File: src/hdl/ifbas_pkg.sv
// Package for the IMU frame averager: sizes, sample frame type, sequencer states
// and the gyro scaling constants. No dependencies.
`timescale 1ns / 1ps

package ifbas_pkg;

    localparam int AXES        = 3;
    localparam int NCH         = 2 * AXES;
    localparam int SAMPLE_W    = 16;

    localparam int AVG_SHIFT   = 3;
    localparam int AVG_DEPTH   = 1 << AVG_SHIFT;
    localparam int SUM_W       = SAMPLE_W + AVG_SHIFT;

    localparam int CAL_SHIFT   = 5;
    localparam int CAL_FRAMES  = 1 << CAL_SHIFT;
    localparam int CAL_CNT_W   = CAL_SHIFT + 1;
    localparam int BACC_W      = SAMPLE_W + CAL_SHIFT;

    localparam int ACCEL_SHIFT = 14;
    localparam int ACCEL_W     = 2;

    localparam int GYRO_NUM    = 10;
    localparam int GYRO_DEN    = 328;
    localparam int DIV_BITS    = 10;
    localparam int MAG_W       = SAMPLE_W + 1;
    localparam int DPS_W       = DIV_BITS + 1;

    // Times ten over 328 is times five over 164. The reciprocal is rounded up so
    // that the top bits of the product give the exact floor for every magnitude
    // up to 32768.
    localparam int RECIP_SHIFT = 25;
    localparam int RECIP_W     = 20;
    localparam int GYRO_RECIP  = (((1 << RECIP_SHIFT) + (GYRO_DEN / 2) - 1) / (GYRO_DEN / 2))
                               * (GYRO_NUM / 2);
    localparam int PROD_W      = MAG_W + RECIP_W;

    localparam int CNT_W       = AVG_SHIFT;

    typedef logic [NCH-1:0][SAMPLE_W-1:0] frame_t;

    typedef enum logic [2:0] {
        S_IDLE,
        S_SUM,
        S_PREP,
        S_DONE
    } state_t;

endpackage

File: src/hdl/imu_frame_average_bias_scale.sv
// Top level of the IMU frame averager with gyro bias calibration and scaling.
// Depends on ifbas_pkg, ifbas_cell and ifbas_gyro_div.
// One item is in work at a time: it is accepted in S_IDLE, the history chain rotates
// in S_SUM to form the sums, S_PREP does the bias step and loads the scaler, and S_DONE
// registers the result, waiting there while the output is stalled.
// Reset (synchronous, active low) clears the history, calibration state and bias.
`timescale 1ns / 1ps

module imu_frame_average_bias_scale
    import ifbas_pkg::*;
(
    input  logic                       aclk,
    input  logic                       aresetn,
    input  logic                       s_valid,
    output logic                       s_ready,
    input  logic signed [SAMPLE_W-1:0] s_accel_x_raw,
    input  logic signed [SAMPLE_W-1:0] s_accel_y_raw,
    input  logic signed [SAMPLE_W-1:0] s_accel_z_raw,
    input  logic signed [SAMPLE_W-1:0] s_gyro_x_raw,
    input  logic signed [SAMPLE_W-1:0] s_gyro_y_raw,
    input  logic signed [SAMPLE_W-1:0] s_gyro_z_raw,
    output logic                       m_valid,
    input  logic                       m_ready,
    output logic signed [ACCEL_W-1:0]  m_accel_x_g,
    output logic signed [ACCEL_W-1:0]  m_accel_y_g,
    output logic signed [ACCEL_W-1:0]  m_accel_z_g,
    output logic signed [DPS_W-1:0]    m_gyro_x_dps,
    output logic signed [DPS_W-1:0]    m_gyro_y_dps,
    output logic signed [DPS_W-1:0]    m_gyro_z_dps,
    output logic                       m_calibrating
);

    state_t state_reg, state_next;
    logic [CNT_W-1:0] cnt_reg, cnt_next;

    logic accept;
    logic shift_en;
    logic out_free;
    logic cal;

    frame_t in_frame;
    frame_t head_din;
    frame_t chain [AVG_DEPTH];
    frame_t tail;

    logic signed [SUM_W-1:0]    sum_reg [NCH];
    logic signed [BACC_W-1:0]   bacc_reg [AXES];
    logic signed [BACC_W-1:0]   bacc_next [AXES];
    logic signed [SAMPLE_W-1:0] bias_reg [AXES];
    logic [CAL_CNT_W-1:0]       cal_cnt_reg;
    logic                       calib_reg;
    logic [ACCEL_W-1:0]         accel_reg [AXES];
    logic [ACCEL_W-1:0]         accel_next [AXES];

    logic signed [SAMPLE_W-1:0] gyr_avg [AXES];
    logic signed [SAMPLE_W-1:0] gyr_sat [AXES];
    logic signed [DPS_W-1:0]    dps [AXES];
    logic                       div_load;

    logic                       m_valid_reg;
    logic [ACCEL_W-1:0]         m_accel_reg [AXES];
    logic [DPS_W-1:0]           m_dps_reg [AXES];
    logic                       m_calib_reg;

    assign s_ready  = (state_reg == S_IDLE);
    assign accept   = s_valid && s_ready;
    assign shift_en = accept || (state_reg == S_SUM);
    assign out_free = !m_valid_reg || m_ready;
    assign cal      = (cal_cnt_reg < CAL_CNT_W'(CAL_FRAMES));

    assign in_frame = {s_gyro_z_raw, s_gyro_y_raw, s_gyro_x_raw,
                       s_accel_z_raw, s_accel_y_raw, s_accel_x_raw};
    assign tail     = chain[AVG_DEPTH-1];
    assign head_din = accept ? in_frame : tail;

    // The history chain shifts a new frame in on accept, then rotates once
    // around per frame so that each cell passes the tail for summing.
    ifbas_cell u_cell_head (
        .aclk     (aclk),
        .aresetn  (aresetn),
        .shift_en (shift_en),
        .din      (head_din),
        .dout     (chain[0])
    );

    for (genvar k = 1; k < AVG_DEPTH; k++) begin : g_cell
        ifbas_cell u_cell (
            .aclk     (aclk),
            .aresetn  (aresetn),
            .shift_en (shift_en),
            .din      (chain[k-1]),
            .dout     (chain[k])
        );
    end

    always_comb begin
        state_next = state_reg;
        cnt_next   = cnt_reg;
        div_load   = 1'b0;
        case (state_reg)
            S_IDLE: begin
                if (accept) begin
                    state_next = S_SUM;
                    cnt_next   = '0;
                end
            end
            S_SUM: begin
                cnt_next = cnt_reg + CNT_W'(1);
                if (cnt_reg == CNT_W'(AVG_DEPTH - 1)) begin
                    state_next = S_PREP;
                end
            end
            S_PREP: begin
                div_load   = 1'b1;
                state_next = S_DONE;
            end
            S_DONE: begin
                if (out_free) begin
                    state_next = S_IDLE;
                end
            end
            default: begin
                state_next = S_IDLE;
            end
        endcase
    end

    always_comb begin
        for (int a = 0; a < AXES; a++) begin
            logic signed [SAMPLE_W-1:0] acc_avg;
            logic signed [SAMPLE_W:0]   acc_adj;
            logic signed [SAMPLE_W-1:0] bias_sel;
            logic signed [SAMPLE_W:0]   diff;
            acc_avg  = sum_reg[a][SUM_W-1:AVG_SHIFT];
            acc_adj  = {acc_avg[SAMPLE_W-1], acc_avg}
                     + (acc_avg[SAMPLE_W-1] ? (SAMPLE_W+1)'((1 << ACCEL_SHIFT) - 1)
                                            : (SAMPLE_W+1)'(0));
            accel_next[a] = acc_adj[ACCEL_SHIFT+ACCEL_W-1:ACCEL_SHIFT];

            gyr_avg[a] = sum_reg[AXES+a][SUM_W-1:AVG_SHIFT];
            bias_sel   = cal ? SAMPLE_W'(0) : bias_reg[a];
            diff       = {gyr_avg[a][SAMPLE_W-1], gyr_avg[a]}
                       - {bias_sel[SAMPLE_W-1], bias_sel};
            if (diff[SAMPLE_W] != diff[SAMPLE_W-1]) begin
                gyr_sat[a] = diff[SAMPLE_W] ? {1'b1, {(SAMPLE_W-1){1'b0}}}
                                            : {1'b0, {(SAMPLE_W-1){1'b1}}};
            end else begin
                gyr_sat[a] = diff[SAMPLE_W-1:0];
            end
            bacc_next[a] = bacc_reg[a] + BACC_W'(gyr_avg[a]);
        end
    end

    for (genvar a = 0; a < AXES; a++) begin : g_div
        ifbas_gyro_div u_div (
            .aclk (aclk),
            .load (div_load),
            .diff (gyr_sat[a]),
            .dps  (dps[a])
        );
    end

    always_ff @(posedge aclk) begin
        if (!aresetn) begin
            state_reg   <= S_IDLE;
            cnt_reg     <= '0;
            cal_cnt_reg <= '0;
            m_valid_reg <= 1'b0;
            for (int a = 0; a < AXES; a++) begin
                bacc_reg[a] <= '0;
                bias_reg[a] <= '0;
            end
        end else begin
            state_reg <= state_next;
            cnt_reg   <= cnt_next;
            if (state_reg == S_PREP && cal) begin
                cal_cnt_reg <= cal_cnt_reg + CAL_CNT_W'(1);
                for (int a = 0; a < AXES; a++) begin
                    bacc_reg[a] <= bacc_next[a];
                    if (cal_cnt_reg == CAL_CNT_W'(CAL_FRAMES - 1)) begin
                        bias_reg[a] <= bacc_next[a][BACC_W-1:CAL_SHIFT];
                    end
                end
            end
            if (m_valid_reg && m_ready) begin
                m_valid_reg <= 1'b0;
            end
            if (state_reg == S_DONE && out_free) begin
                m_valid_reg <= 1'b1;
            end
        end
    end

    always_ff @(posedge aclk) begin
        for (int c = 0; c < NCH; c++) begin
            if (accept) begin
                sum_reg[c] <= '0;
            end else if (state_reg == S_SUM) begin
                sum_reg[c] <= sum_reg[c] + SUM_W'($signed(tail[c]));
            end
        end
        if (state_reg == S_PREP) begin
            calib_reg <= cal;
            for (int a = 0; a < AXES; a++) begin
                accel_reg[a] <= accel_next[a];
            end
        end
        if (state_reg == S_DONE && out_free) begin
            m_calib_reg <= calib_reg;
            for (int a = 0; a < AXES; a++) begin
                m_accel_reg[a] <= accel_reg[a];
                m_dps_reg[a]   <= dps[a];
            end
        end
    end

    assign m_valid       = m_valid_reg;
    assign m_accel_x_g   = m_accel_reg[0];
    assign m_accel_y_g   = m_accel_reg[1];
    assign m_accel_z_g   = m_accel_reg[2];
    assign m_gyro_x_dps  = m_dps_reg[0];
    assign m_gyro_y_dps  = m_dps_reg[1];
    assign m_gyro_z_dps  = m_dps_reg[2];
    assign m_calibrating = m_calib_reg;

endmodule

File: src/hdl/ifbas_cell.sv
// One cell of the sample history chain: holds one frame of six samples.
// Depends on ifbas_pkg.
`timescale 1ns / 1ps

module ifbas_cell
    import ifbas_pkg::*;
(
    input  logic   aclk,
    input  logic   aresetn,
    input  logic   shift_en,
    input  frame_t din,
    output frame_t dout
);

    frame_t q_reg;

    always_ff @(posedge aclk) begin
        if (!aresetn) begin
            q_reg <= '0;
        end else if (shift_en) begin
            q_reg <= din;
        end
    end

    assign dout = q_reg;

endmodule

File: src/hdl/ifbas_gyro_div.sv
// Gyro rate scaler for one axis: magnitude times ten over 328 by a constant
// reciprocal multiplication, with the sign restored. Depends on ifbas_pkg.
`timescale 1ns / 1ps

module ifbas_gyro_div
    import ifbas_pkg::*;
(
    input  logic                       aclk,
    input  logic                       load,
    input  logic signed [SAMPLE_W-1:0] diff,
    output logic signed [DPS_W-1:0]    dps
);

    logic                neg_reg;
    logic [MAG_W-1:0]    mag_reg;
    logic [MAG_W-1:0]    mag;
    logic [PROD_W-1:0]   prod;
    logic [DIV_BITS-1:0] quo;

    assign mag = diff[SAMPLE_W-1] ? (MAG_W'(0) - {1'b1, diff}) : {1'b0, diff};

    always_ff @(posedge aclk) begin
        if (load) begin
            neg_reg <= diff[SAMPLE_W-1];
            mag_reg <= mag;
        end
    end

    assign prod = PROD_W'(mag_reg) * PROD_W'(GYRO_RECIP);
    assign quo  = prod[RECIP_SHIFT+DIV_BITS-1:RECIP_SHIFT];
    assign dps  = neg_reg ? (DPS_W'(0) - {1'b0, quo}) : {1'b0, quo};

endmodule

File: config.mk
export PLATFORM = sky130hd
export DESIGN_NAME = imu_frame_average_bias_scale
export DESIGN_NICKNAME = d
export VERILOG_FILES = /design/src/hdl/ifbas_pkg.sv /design/src/hdl/imu_frame_average_bias_scale.sv /design/src/hdl/ifbas_cell.sv /design/src/hdl/ifbas_gyro_div.sv
export SDC_FILE = /design/constraint.sdc
export NUM_CORES = 2
export LEC_CHECK = 0
export BUFFER_PORTS_ARGS = -buffer_cell sky130_fd_sc_hd__buf_2
export CORE_MARGIN = 4
export CORE_UTILIZATION = 50
export DETAILED_ROUTE_END_ITERATION = 10
export PLACE_DENSITY = 0.72
export REMOVE_ABC_BUFFERS = 1
export SLEW_MARGIN = 40
export SYNTH_ARGS = -nofsm -noshare
export SYNTH_HDL_FRONTEND = slang
export SYNTH_SLANG_ARGS = --single-unit
export TNS_END_PERCENT = 50
File: constraint.sdc
create_clock -name aclk -period 8.41 [get_ports aclk]
set_input_delay 1.2615 -clock aclk [delete_from_list [all_inputs] [get_ports aclk]]
set_output_delay 1.2615 -clock aclk [all_outputs]
set_load 0.005 [all_outputs]
==> impl_metrics.toml <==
[final_layout]
area_delta_synth_final_pct = 9.34
seqCellArea_sq_mm = 0.0254
fin_util = 0.550
multiInputGateArea_sq_mm = 0.0382
fin_cells = 9247
antenna_cells = 0
layout-drive-gt1-share = 0.0570
design_area_sq_mm = 0.0736
fillers = 11700
nets = 8534
largest_register_ffs = 672

[sta]
period_needed_ns = 7.18
skew_ns = 0.0959
period_share = 0.853
rsz0062_at_grt = "false"
hold_viol = 0
fmax_mhz = 139
setup_tns_ns = 0
setup_violations = 0
relSlewSlack = 0.372
slew_viol_final = 0
tightest_slew_ns = 0.942

[detailed_routing]
ant_nets = 0
viasPerCell = 5.31
post_drt_wl_per_cell_microns = 15.8
highest_layer = "met4"
vias = 49100
dr.pass1.iters = 5
totalWireLength_microns = 146000
drc = 0
wl_met2_microns = 68600
met1_length_microns = 69600
wl_met3_microns = 5050
drt-initial-drc-count = 3012

[global_routing]
grt_pass1_wl_microns = 244000
globalRoute.totalOverflow = 0
grtUsageTotal = 0.207
grt_pass1_vias = 48300
grt_max_degree = 211
antenna_found_initial = 2

[synthesis]
synth-seq-area-share = 0.378
avgSynthCellArea_sq_um = 9.08
yosysWarnings = 0
yosysUniqueCellTypes = 86
ys_ff_latch = 1106
synthesis.area_sq_mm = 0.0673
synthArstFlopShare = 0
synth_edf_count = 326
synth_flop_cell = "dfxtp_1"
netlist_instances = 7409

[critical_path]
critPathLaunchType = "flop"
ff2ff_path_depth = 22
crit_path_max_incr_delay_ns = 0.74
critPathKind = "reg -> reg"
crit_path_cell_trace = "fa_1, inv_1, fa_1, fa_1, fa_1, inv_1, fa_1, inv_1, fa_1, inv_1, ha_1, and4_1, nand3_1, nor4_1, a2bb2oi_1, a21oi_2, a21oi_1, o31ai_1, a21oi_1, xnor2_1, a41oi_1, xnor2_1"
crit_top_cell = "fa_1"
cp_slowest_cell = "fa_1"
worstPathArrival_ns = 7.57
crit_path_end_kind = "flop"
path_max_fanout = 7
cp_data_required_time_ns = 8.80

[placed_design]
place.gp.congestion = 0.915
dpl.hpwl_microns = 103000
post_dp_cell_area_sq_mm = 0.0695
numPortBuffers = 141
placed_cells = 9030

[clocking]
clkTransAtPathRegs_ns = 0.06
cts_hold_buffers = 0
cts_resized = 0
cts_max_path_buffers = 3
tritoncts = "built"
cts.sinks = 1106
cts_buffers = 114
cts-root-buf = "clkbuf_16"
cts_setup_buffers = 0
htreeDepth = 3
clkLatencyLatePin_ns = 0.74

[floorplan]
die-area_sq_mm = 0.140
fp.coreArea_sq_mm = 0.134
num_rows = 134
start_util = 0.503
dieWidth_microns = 375
io_pins = 142
die_height_microns = 375

[min_path]
hp-class = "reg -> reg"
worstHoldPathCells = 2

[outcome]
status = "complete, no violations"

[job]
maxCapViolations = 0
-- synth_stat cells, types with 110 or more instances --
| master | number | area share |
|---|---|---|
| nand2_1 | 1573 | 0.088 |
| dfxtp_1 | 780 | 0.23 |
| a21oi_1 | 753 | 0.056 |
| ha_1 | 700 | 0.13 |
| inv_1 | 670 | 0.037 |
| nor2_1 | 452 | 0.025 |
| fa_1 | 354 | 0.11 |
| edfxtp_1 | 326 | 0.15 |
| clkbuf_1 | 304 | 0.017 |
| o21ai_0 | 174 | 0.013 |
| xnor2_1 | 147 | 0.019 |
| a21boi_0 | 133 | 0.015 |
| a211oi_1 | 116 | 0.013 |
| xor2_1 | 110 | 0.014 |
-- cell type report --
type	count	share of cell area
Multi-Input combinational cell	5311	0.519
Clock buffer	176	0.0476
Timing Repair Buffer	175	0.0157
Tap cell	1768	0.0301
Inverter	672	0.0345
Sequential cell	1106	0.345
Clock inverter	39	0.00720
-- cell usage in the layout, fill, tap and decap left out, drive strengths merged, types with 176 or more instances in the layout --
cell,n
nor2,452
dfxtp,780
fa,354
o21ai,182
ha,700
clkbuf,176
nand2,1573
inv,675
edfxtp,326
a21oi,755
-- path summary, 6_finish.rpt --
kind	start	end	slack (ns)
worst max register to register	g_div[0].u_div.mag_reg[5]	m_dps_reg[0][9]	1.23
worst min register to register	g_cell[2].u_cell.dout[86]	g_cell[3].u_cell.dout[86]	0.40
worst max-delay path	g_div[0].u_div.mag_reg[5]	m_dps_reg[0][9]	1.23
worst min-delay path	g_cell[2].u_cell.dout[86]	g_cell[3].u_cell.dout[86]	0.40
-- layer usage --
metal / vias to the layer above / GRT usage
li1: 24700 / -
met4: 0 / 0.0484
met2: 778 / 0.348
met3: 183 / 0.0249
met5: - / 0
met1: 23500 / 0.286
-- worst max-delay path, delay by kind of cell, from the launching register on --
family          cells  cell delay (ns)
compound gates      6             1.44
xor+xnor            2             0.49
fa+ha+maj           7             3.60
buf+inv             4             0.24
flops               1             0.54
simple gates        3             0.59
-- cells by family after synthesis --
logic type	count (synthesis)	share of synthesized area
AND/OR/NAND/NOR	2373	0.144
AO/OA/AOI/OAI	1511	0.137
flip-flops	1106	0.378
adder cells (fa/ha/maj)	1054	0.236
buffers and inverters	994	0.0555
XOR/XNOR	257	0.0335
multiplexers	113	0.0169
other	1	0.0000557
-- stage by stage --
stage	worst slack [ns]	hold WS, ns
after floorplan	-67.84	0.400
after global placement	1.40	0.401
after detailed placement	1.28	0.410
after CTS	1.25	0.403
after global routing	0.826	0.439
final	1.23	0.404
Power is left out: the tool's default activity adds up to more than one toggle a clock period on the data nets, which glitch-free logic cannot reach.
